--- config.mk ---
export PLATFORM = sky130hd
export DESIGN_NAME = token_class_recognizer
export DESIGN_NICKNAME = d
export VERILOG_FILES = /design/src/hdl/tcr_pkg.sv /design/src/hdl/token_class_recognizer.sv /design/src/hdl/tcr_classify.sv
export SDC_FILE = /design/constraint.sdc
export NUM_CORES = 1
export LEC_CHECK = 0
export BUFFER_PORTS_ARGS = -buffer_cell sky130_fd_sc_hd__buf_2
export CELL_PAD_IN_SITES_DETAIL_PLACEMENT = 0
export CELL_PAD_IN_SITES_GLOBAL_PLACEMENT = 1
export CORE_ASPECT_RATIO = 1.75
export CORE_MARGIN = 3
export CORE_UTILIZATION = 41
export CTS_CLUSTER_DIAMETER = 50
export DETAILED_ROUTE_END_ITERATION = 12
export HOLD_SLACK_MARGIN = 0.02
export PLACE_DENSITY_LB_ADDON = 0.1
export SETUP_SLACK_MARGIN = 0.02
export SYNTH_ARGS = -nofsm -noshare
export SYNTH_HDL_FRONTEND = slang
export SYNTH_HIERARCHICAL = 1
export SYNTH_SLANG_ARGS = --single-unit
--- constraint.sdc ---
create_clock -name clk_i -period 2.5 [get_ports clk_i]
set_input_delay 0.5 -clock clk_i [delete_from_list [all_inputs] [get_ports clk_i]]
set_output_delay 0.5 -clock clk_i [all_outputs]
set_load 0.01 [all_outputs]
--- src/hdl/tcr_pkg.sv ---
// Types, constants and character helpers for the token class recogniser.
package tcr_pkg;

  // Number prefix scanner states.
  typedef enum logic [3:0] {
    SC_START = 4'd0,
    SC_SIGN  = 4'd1,
    SC_DOT   = 4'd2,
    SC_I     = 4'd3,
    SC_IN    = 4'd4,
    SC_N     = 4'd5,
    SC_NA    = 4'd6,
    SC_YES   = 4'd7,
    SC_NO    = 4'd8
  } scan_e;

  // Token class codes, in priority order.
  typedef enum logic [3:0] {
    CLS_NUMBER     = 4'd0,
    CLS_COMPARATOR = 4'd1,
    CLS_SIGN       = 4'd2,
    CLS_STRING     = 4'd3,
    CLS_ASTERISK   = 4'd4,
    CLS_IDENT      = 4'd5,
    CLS_SEMICOLON  = 4'd6,
    CLS_NUM_ARRAY  = 4'd7,
    CLS_STR_ARRAY  = 4'd8,
    CLS_UNKNOWN    = 4'd9
  } class_e;

  // State carried from one byte of a token to the next.
  typedef struct packed {
    scan_e      scan;
    logic [7:0] first_byte;
    logic [1:0] length_seen;
    logic       name_ok;
    logic       inner_ok;
  } tok_state_t;

  localparam tok_state_t TokStateReset = '{
    scan:        SC_START,
    first_byte:  8'd0,
    length_seen: 2'd0,
    name_ok:     1'b1,
    inner_ok:    1'b1
  };

  function automatic logic is_digit(input logic [7:0] c);
    return (c >= "0") && (c <= "9");
  endfunction

  function automatic logic is_alpha(input logic [7:0] c);
    return ((c >= "a") && (c <= "z")) || ((c >= "A") && (c <= "Z"));
  endfunction

  function automatic logic is_alnum(input logic [7:0] c);
    return is_digit(c) || is_alpha(c);
  endfunction

  function automatic logic is_space(input logic [7:0] c);
    return (c == " ") || ((c >= 8'h09) && (c <= 8'h0D));
  endfunction

  function automatic logic [7:0] to_lower(input logic [7:0] c);
    return ((c >= "A") && (c <= "Z")) ? (c + 8'd32) : c;
  endfunction

  // First character of the number proper, after any sign.
  function automatic scan_e scan_begin(input logic [7:0] c);
    logic [7:0] l;
    l = to_lower(c);
    if (is_digit(c)) return SC_YES;
    if (c == ".") return SC_DOT;
    if (l == "i") return SC_I;
    if (l == "n") return SC_N;
    return SC_NO;
  endfunction

  // One step of the number prefix scanner.
  function automatic scan_e scan_next(input scan_e s, input logic [7:0] c);
    logic [7:0] l;
    scan_e      r;
    l = to_lower(c);
    case (s)
      SC_START: begin
        if (is_space(c)) r = SC_START;
        else if ((c == "+") || (c == "-")) r = SC_SIGN;
        else r = scan_begin(c);
      end
      SC_SIGN: r = scan_begin(c);
      SC_DOT:  r = is_digit(c) ? SC_YES : SC_NO;
      SC_I:    r = (l == "n") ? SC_IN : SC_NO;
      SC_IN:   r = (l == "f") ? SC_YES : SC_NO;
      SC_N:    r = (l == "a") ? SC_NA : SC_NO;
      SC_NA:   r = (l == "n") ? SC_YES : SC_NO;
      SC_YES:  r = SC_YES;
      default: r = SC_NO;
    endcase
    return r;
  endfunction

endpackage

--- src/hdl/token_class_recognizer.sv ---
// Token class recogniser top level: input register, classifier and result register.
//
// Usage: a query-language token arrives one byte per transfer on the input
// channel (char_code_i, with is_last_i high on its final byte). The block
// returns one class code on the output channel for each token, on the
// transfer that follows the token's last byte; other bytes give no result.
// Both channels transfer on a clock edge where valid is high and stall low.
// A token's class is formed as its last byte leaves the input register, and
// is held in the result register, which drives out_valid_o.
// Throughput: one byte per cycle while in_stall_o is low, set by the combinational
// classifier that updates the token state between the two registers.
// When the receiver stalls, the result register holds its class; the input
// register keeps taking bytes that give no result, and stalls the sender
// only when it holds a last byte that cannot yet move into the result
// register.
// Reset (rst_ni low) empties both registers and returns the token state to
// its start, so the next byte begins a new token.
module token_class_recognizer (
  input  logic       clk_i,
  input  logic       rst_ni,
  input  logic       in_valid_i,
  output logic       in_stall_o,
  input  logic [7:0] char_code_i,
  input  logic       is_last_i,
  output logic       out_valid_o,
  input  logic       out_stall_i,
  output logic [3:0] token_class_o
);

  logic                in_valid_q;
  logic [7:0]          char_q;
  logic                last_q;
  tcr_pkg::tok_state_t state_q;
  tcr_pkg::tok_state_t state_d;
  tcr_pkg::class_e     class_d;
  logic                out_valid_q;
  logic [3:0]          class_q;
  logic                out_free;
  logic                advance;
  logic                in_take;

  // Handshake control.
  assign out_free   = !out_valid_q || !out_stall_i;
  assign advance    = in_valid_q && (!last_q || out_free);
  assign in_stall_o = in_valid_q && !advance;
  assign in_take    = in_valid_i && !in_stall_o;

  // Input register.
  always_ff @(posedge clk_i or negedge rst_ni) begin
    if (!rst_ni) begin
      in_valid_q <= 1'b0;
    end else if (in_take) begin
      in_valid_q <= 1'b1;
    end else if (advance) begin
      in_valid_q <= 1'b0;
    end
  end

  always_ff @(posedge clk_i) begin
    if (in_take) begin
      char_q <= char_code_i;
      last_q <= is_last_i;
    end
  end

  // Classifier.
  tcr_classify u_classify (
    .state_i (state_q),
    .char_i  (char_q),
    .last_i  (last_q),
    .state_o (state_d),
    .class_o (class_d)
  );

  // Token state.
  always_ff @(posedge clk_i or negedge rst_ni) begin
    if (!rst_ni) begin
      state_q <= tcr_pkg::TokStateReset;
    end else if (advance) begin
      state_q <= state_d;
    end
  end

  // Result register.
  always_ff @(posedge clk_i or negedge rst_ni) begin
    if (!rst_ni) begin
      out_valid_q <= 1'b0;
    end else if (out_free) begin
      out_valid_q <= advance && last_q;
    end
  end

  always_ff @(posedge clk_i) begin
    if (out_free && advance && last_q) begin
      class_q <= class_d;
    end
  end

  assign out_valid_o   = out_valid_q;
  assign token_class_o = class_q;

endmodule

--- src/hdl/tcr_classify.sv ---
// Per-byte state update and token class decision.
module tcr_classify (
  input  tcr_pkg::tok_state_t state_i,
  input  logic [7:0]          char_i,
  input  logic                last_i,
  output tcr_pkg::tok_state_t state_o,
  output tcr_pkg::class_e     class_o
);

  logic                first;
  logic [7:0]          fb;
  logic [1:0]          len;
  tcr_pkg::scan_e      scan;
  logic                name;
  logic                len_one;
  logic                len_two;
  logic                bracket;
  tcr_pkg::tok_state_t upd;

  // Values seen with this byte included.
  always_comb begin
    first   = (state_i.length_seen == 2'd0);
    fb      = first ? char_i : state_i.first_byte;
    len     = (state_i.length_seen == 2'd3) ? 2'd3 : (state_i.length_seen + 2'd1);
    scan    = tcr_pkg::scan_next(state_i.scan, char_i);
    name    = first ? (tcr_pkg::is_alpha(char_i) || (char_i == "_"))
                    : (state_i.name_ok && (tcr_pkg::is_alnum(char_i) ||
                                           (char_i == "_") || (char_i == ".")));
    len_one = (len == 2'd1);
    len_two = (len == 2'd2);
    bracket = (len != 2'd1) && (fb == "[") && (char_i == "]");
  end

  // State for the next byte; the token end returns everything to reset.
  always_comb begin
    upd             = state_i;
    upd.scan        = scan;
    upd.first_byte  = fb;
    upd.length_seen = len;
    upd.name_ok     = name;
    if (!first && !(tcr_pkg::is_alnum(char_i) || (char_i == ","))) begin
      upd.inner_ok = 1'b0;
    end
    state_o = last_i ? tcr_pkg::TokStateReset : upd;
  end

  // Class tests in priority order.
  always_comb begin
    if (scan == tcr_pkg::SC_YES) begin
      class_o = tcr_pkg::CLS_NUMBER;
    end else if ((len_one && ((char_i == "<") || (char_i == ">") || (char_i == "="))) ||
                 (len_two && (((fb == "<") && ((char_i == "=") || (char_i == ">"))) ||
                              ((fb == ">") && (char_i == "="))))) begin
      class_o = tcr_pkg::CLS_COMPARATOR;
    end else if (len_one && ((char_i == "+") || (char_i == "-"))) begin
      class_o = tcr_pkg::CLS_SIGN;
    end else if (((fb == "'") && (char_i == "'")) || ((fb == "\"") && (char_i == "\""))) begin
      class_o = tcr_pkg::CLS_STRING;
    end else if (len_one && (char_i == "*")) begin
      class_o = tcr_pkg::CLS_ASTERISK;
    end else if (name) begin
      class_o = tcr_pkg::CLS_IDENT;
    end else if (len_one && (char_i == ";")) begin
      class_o = tcr_pkg::CLS_SEMICOLON;
    end else if (bracket && state_i.inner_ok) begin
      class_o = tcr_pkg::CLS_NUM_ARRAY;
    end else if (bracket) begin
      class_o = tcr_pkg::CLS_STR_ARRAY;
    end else begin
      class_o = tcr_pkg::CLS_UNKNOWN;
    end
  end

endmodule

==> results of run 1 <==
[logic make-up after synthesis]
group	after synthesis	synth area share
xor+xnor	3	0.0105
buf+inv	34	0.0693
mux	1	0.00399
simple gates	156	0.344
fa+ha+maj	2	0.00997
flops	31	0.336
compound gates	76	0.226
[timing repair]
| action | CTS | global route |
|---|---|---|
| hold buffers | 0 | 0 |
| endpoints found under the hold margin | 0 | 0 |
| endpoints found under the setup margin | 0 | 4 |
| gates resized for setup | 0 | 1 |
[cell usage in the layout (no fill, tap or decap), types with 4 or more instances in the layout]
cell type   n
nand2_1    45
nand4_1    26
buf_4      24
a21oi_1    21
nand2b_1   21
buf_2      18
dfrtp_1    16
nor2_1     15
edfxtp_1   13
o211ai_2   10
o211ai_1    9
o21ai_0     9
nor2b_1     8
nand3_1     7
inv_1       6
clkbuf_8    6
nor3_1      5
a31oi_1     4
nor4_1      4
[metal layers]
metal / routed length [um] / global-route usage / up-vias
met5: 0 / 0 / -
met4: 163 / 0.0861 / 0
met3: 228 / 0.0215 / 10
met2: 4050 / 0.407 / 49
met1: 2920 / 0.250 / 1182
li1: - / - / 1170
[synth_stat cells (all sizes together), types with 4 or more instances]
master  count
a31oi       4
nor3        5
nor4        4
nor2b       8
nand4      26
o211ai     19
nand2      45
nor2       16
edfxtp     13
buf        12
o21ai      10
inv         6
dfrtp      16
clkbuf     16
nand3       7
a21oi      21
nand2b     21
[area by class of cell]
| type | instances | area [um^2] |
|---|---|---|
| clock inverters | 2 | 11.3 |
| inverters | 6 | 22.5 |
| multi-input cells | 238 | 1500 |
| well taps | 78 | 97.6 |
| flip-flops and latches | 31 | 843 |
| clock buffers | 6 | 82.6 |
| fillers | 645 | 3100 |
| repair buffers | 42 | 270 |
[worst max-delay path by stage]
stage / endpoint / start
after floorplan: state_q[14] / char_q[7]
after global placement: token_class_o[3] / char_q[1]
after detailed placement: state_q[14] / char_q[6]
after CTS: state_q[14] / char_q[6]
after global routing: state_q[14] / char_q[5]
final: state_q[14] / char_q[6]
[power groups by stage]
stage / Combinational, W / Clock [W] / Sequential [W]
2_1_floorplan: 0.000302 / 0 / 0.000663
3_3_place_gp: 0.000431 / 0 / 0.000675
3_5_place_dp: 0.000433 / 0 / 0.000678
4_1_cts: 0.000435 / 0.000432 / 0.000668
5_1_grt: 0.000482 / 0.000453 / 0.000681
6_report: 0.000436 / 0.000429 / 0.000669
[through the flow]
| stage | total power [W] | setup slack (ps) | hold slack (ps) | utilization |
|---|---|---|---|---|
| final | 0.00153 | 141 | 150 | 0.476 |
| after global routing | 0.00162 | -5.59 | 163 | 0.476 |
| after CTS | 0.00154 | 127 | 167 | 0.476 |
| after detailed placement | 0.00111 | 146 | 478 | 0.460 |
| after global placement | 0.00111 | 71.5 | 475 | 0.460 |
| after floorplan | 0.000964 | 182 | 204 | - |
[state kept, by name (all words and copies together), names as in the netlist]
| signal | count |
|---|---|
| char_q | 8 |
| in_valid_q | 1 |
| last_q | 1 |
| out_valid_o | 1 |
| state_q | 16 |
| token_class_o | 4 |
[worst max-delay path, cell delays in order (launching register included)]
cell and delay (ps):
edfxtp_1 390, or4b_4 580, or4_4 530, o221ai_2 80, a22oi_2 130, o21ai_4 230, o21a_1 150, nand2_1 60
o211ai_2 140
==> run metrics, run 1 <==
RSZ-0062 raised after global routing true; clk_lat worst skew about 290 ps; post-route antenna net violation count 0; logic gate share of total power 0.284; critical path class reg2reg; Placeable Area 5930 um^2; Hold Crit Class in2async; sequential area share after synthesis 0.336; CTS tree built; Nets ~340; H-tree depth 2; P_int 0.000989 W; Sw Share 0.355; Num Clock Sinks 31; worst reg-to-reg setup slack about 140 ps; number of synthesized flops with an enable pin 13; Data required, critical path 2710 ps; prevailing post-synth register cell dfrtp_1; vias in the first global route between 2000 and 2500; Mapped Avg Cell Area 8.28 um^2; FP Rows 37; period utilization 0.944; reg2reg path depth 8; Post-Syn Area 2510 um^2; Starting Density 0.424; grt total ovfl 0; fin. max-slew vios 0; Final Skew between 7 and 8 ps; maximum vdd drop 0.000418 V; sequential power share 0.436; LEAKAGE 1.07 nW; final WL 7360 um; Synth cell types 57; area share of the largest cell type after synthesis 0.160; highest clock rate between 0.4 and 0.5 GHz; PwrDens between 500 and 600 nW/um^2; Max-cap violations 0; Ports 19; layout cell share with drive strength beyond 1 0.218; die area 7130 um^2; global-route wire length before repair 12100 um; Post-Syn Instances 303; die width 65.1 um; antenna violations before repair 0; Clock Path Buffers 2; routed wire length per instance between 15 and 20 um; Rel. slew slack 0.609; Final Hold Viols 0; clock slew seen by the registers of the worst setup and hold paths 80 ps; Post-DP HPWL 5400 um; design area 2820 um^2; ranking of synthesized cells by area dfrtp_1, edfxtp_1, nand2_1; status completed; Worst setup EP type flip-flop; Placed Area 2730 um^2; Worst EP arrival 2570 ps; DR vias/cell 5.98; Sw Pwr 0.000544 W; worst-path maximum fanout 5; post-CTS setup buffer count 0; routed vias 2411; Final Critical Period 2360 ps; Ys Warns 6; Port Buf Inserts 18; die height 110 um; placed cells 395; Slew @ Worst Pin approximately 580 ps; clock power share 0.280; area leader, netlist dfrtp_1; Inserted Clock Buffers 5; Worst R2R Start char_q[6]; Root Driver clkbuf_8; Remaining DRCs 0; non-filler cells, final 403; Startpoint Class flip-flop; worst reg2reg endpoint state_q[14]; pin count of the biggest net entering global routing 33; DR iter-0 viols 206; gpl congestion 0.895; antenna fix cells 0; All-Layer GR Usage 0.218; Post-Syn Nets 318; Area Growth Syn to Fin 12.5%; Final setup viols 0; DRT Pass-1 Iters 4; number of synthesized register bits 31; ys async rst share 0.581; setup TNS 0 ps
(Power assumes the default switching activity.)
==> run 2: changes to the inputs <==
ABC_AREA = 1   (was unset)
CORE_UTILIZATION = 39   (was 41)
SETUP_SLACK_MARGIN = unset   (was 0.02)
==> run metrics, run 2 <==
status completed; post-route antenna net violation count 0 (unchanged); most frequent cell after synthesis nand2_1; largest register by flop count state_q; number of synthesized flops with an enable pin 13 (unchanged); area share of the largest cell type after synthesis 0.178 (+0.0185); Hold Crit Class in2async; final WL 6610 um (-10%); die height 106 um (-2.8%); Startpoint Class flip-flop; Area Growth Syn to Fin 23.1%; PwrDens 548 nW/um^2 (+0.86%); Sw Pwr 0.000529 W (-2.8%); number of synthesized register bits 31 (unchanged); synth cell count leaders nand2_1, inv_1, nand3_1, nor2_1, dfrtp_1; grt total ovfl 0 (unchanged); CTS hold repair buffers 0 (unchanged); Root Driver clkbuf_8; H-tree depth 2 (unchanged); routed vias 2268 (-5.9%); Critical-path top delay cell edfxtp_1; highest clock rate 0.422 GHz (-0.54%); period utilization 0.949 (+0.00511); sequential area share after synthesis 0.375 (+0.0389); Multi-input gate area 1220 um^2 (-18%); P_int 0.000988 W (-0.13%); Post-Syn Nets 340 (+6.9%); ranking of synthesized cells by area dfrtp_1, edfxtp_1, nand2_1; Num Clock Sinks 31 (unchanged); layout cell share with drive strength beyond 1 0.238 (+0.0196); FP Rows 36 (-2.7%); prevailing post-synth register cell dfrtp_1; gpl congestion 0.892 (-0.39%); Ys Warns 6 (unchanged); Sw Share 0.349 (-0.00610); Data required, critical path 2560 ps (-150 ps); Rel. slew slack 0.535 (-0.0731); fillers 633 (-1.9%); antenna fix cells 0 (unchanged); DR vias/cell 5.00 (-16%); Slew @ Worst Pin 694 ps (+115 ps); routed wire length per instance 14.6 um (-20%); Remaining DRCs 0 (unchanged); pin count of the biggest net entering global routing 19 (-42%); pre-CTS WS 107 ps (-39.6 ps); design area 2770 um^2 (-1.9%); Starting Density 0.403 (-0.0208); final worst setup slack 128 ps (-12.8 ps); register area 843 um^2 (unchanged); die width 63.4 um (-2.7%); LEAKAGE 1.36 nW (+28%); Crit path largest cell delay 460 ps (-120 ps); Mapped Avg Cell Area 6.92 um^2 (-16%); Synth cell types 36 (-37%); Inserted Clock Buffers 5 (unchanged); DR iter-0 viols 70 (-66%); sequential power share 0.426 (-0.010); maximum vdd drop 0.000328 V (-22%); antenna violations before repair 0 (unchanged); logic gate share of total power 0.324 (+0.040); clk_lat worst skew 290 ps (about the same); global-route wire length before repair 10900 um (-9.5%); Max-cap violations 0 (unchanged); CTS tree built; worst-path maximum fanout 5 (unchanged); Post-Syn Area 2250 um^2 (-10%); clock slew seen by the registers of the worst setup and hold paths 70 ps (about the same); vias in the first global route 2348 (-0.38%); worst-path cell chain inv_2, nand2_4, nor2_4, nand3_1, nand2_2, nand2_1, nand2_2, nand3_4, nor2_4, buf_4, nand3_1, nand2_1, inv_1, nand3_1, nand3_2, nand2_1, inv_1; Placeable Area 5590 um^2 (-5.7%); Final setup viols 0 (unchanged); Min Hold Slack 136 ps (-14.4 ps); ys async rst share 0.581 (unchanged); Final Skew 10.4 ps (+2.94 ps); clock power share 0.250 (-0.030); Port Buf Inserts 18 (unchanged); critical path class reg2reg; max FFs per register 16 (unchanged); die area 6750 um^2 (-5.4%); most common cell after layout, fill and taps aside nand2_1; Final Critical Period 2370 ps (+12.8 ps); DRT Pass-1 Iters 4 (unchanged); setup TNS 0 ps (unchanged); All-Layer GR Usage 0.210 (-0.00754); fin. max-slew vios 0 (unchanged); Post-Syn Instances 325 (+7.3%); Placed Area 2520 um^2 (-7.6%); Clock Path Buffers 2 (unchanged); most frequent cells in the layout nand2_1, inv_1, nand3_1, buf_4, nor2_1; Worst setup EP type flip-flop; Ports 19 (unchanged); Nets 392 (+16%); Final Hold Viols 0 (unchanged); Worst EP arrival 2430 ps (-140 ps); Final Core Density 0.496 (+0.0194); area leader, netlist dfrtp_1; Post-DP HPWL 5060 um (-6.1%)
==> run 2: changes by cell type after synthesis, sizes merged, moves of 18 or more <==
cell | previous run | this run
nand2 | 45 | 90
nand3 | 7 | 43
nand2b | 21 | 0
o211ai | 19 | 1
inv | 6 | 48
nor2 | 16 | 39
nand4 | 26 | 3
==> run 2: critical path, delay by kind of cell, from the launching register on <==
family / cells / cell delay (ps)
DFF: 1 / 460
and+or+nand+nor: 13 / 1330
buffers and inverters: 4 / 370
==> run 2: timing repair <==
item | in CTS | in global routing
setup buffers | 0 | 16
gates resized for setup | 0 | 9
endpoints found under the setup margin | 0 | 5
==> run 2: stage by stage <==
step | power (W) | instances
5_1_grt | 0.00163 | 454
4_1_cts | 0.00151 | 437
3_3_place_gp | 0.00112 | 429
2_1_floorplan | 0.000945 | 325
3_5_place_dp | 0.00112 | 429
6_report | 0.00152 | 454
==> run 2: final timing paths <==
kind / cells after the start / slack [ps] / endpoint / from
worst max-delay path: 17 / 130 / token_class_o[0] / char_q[2]
worst min-delay path: 1 / 140 / state_q[7] / rst_ni
worst max register to register: 17 / 130 / token_class_o[0] / char_q[2]
worst min register to register: 2 / 460 / state_q[9] / state_q[9]
max in group asynchronous: 1 / 2040 / state_q[0] / rst_ni
min in group clk_i: 1 / 390 / char_q[6] / char_code_i[6]
==> run 2: cell type report <==
class	count	share of cell area
timing repair buffer	52	0.125
multi-input combinational	238	0.441
inverter	49	0.0664
clock buffer	7	0.0276
clock inverter	1	0.00181
tap	76	0.0343
sequential	31	0.305
==> run 2: cell families after synthesis <==
group / share of synthesized area
AOI/OAI and AO/OA: 0.106
adders and majority gates: 0.0111
buffers and inverters: 0.104
DFF: 0.375
and+or+nand+nor: 0.404
==> run 2: layer usage <==
metal	GRT usage	vias to the layer above	wire [um]
li1	-	1168	-
met1	0.203	1054	2420
met2	0.406	33	3870
met3	0.0338	13	133
met4	0.117	0	188
met5	0	-	0
==> run 2: power by group through the flow <==
stage	Sequential [W]	Combinational [W]	Clock, W
after detailed placement	0.000658	0.000463	0
after floorplan	0.000644	0.000300	0
after global placement	0.000656	0.000464	0
final	0.000647	0.000492	0.000379
after global routing	0.000657	0.000564	0.000410
after CTS	0.000648	0.000465	0.000395
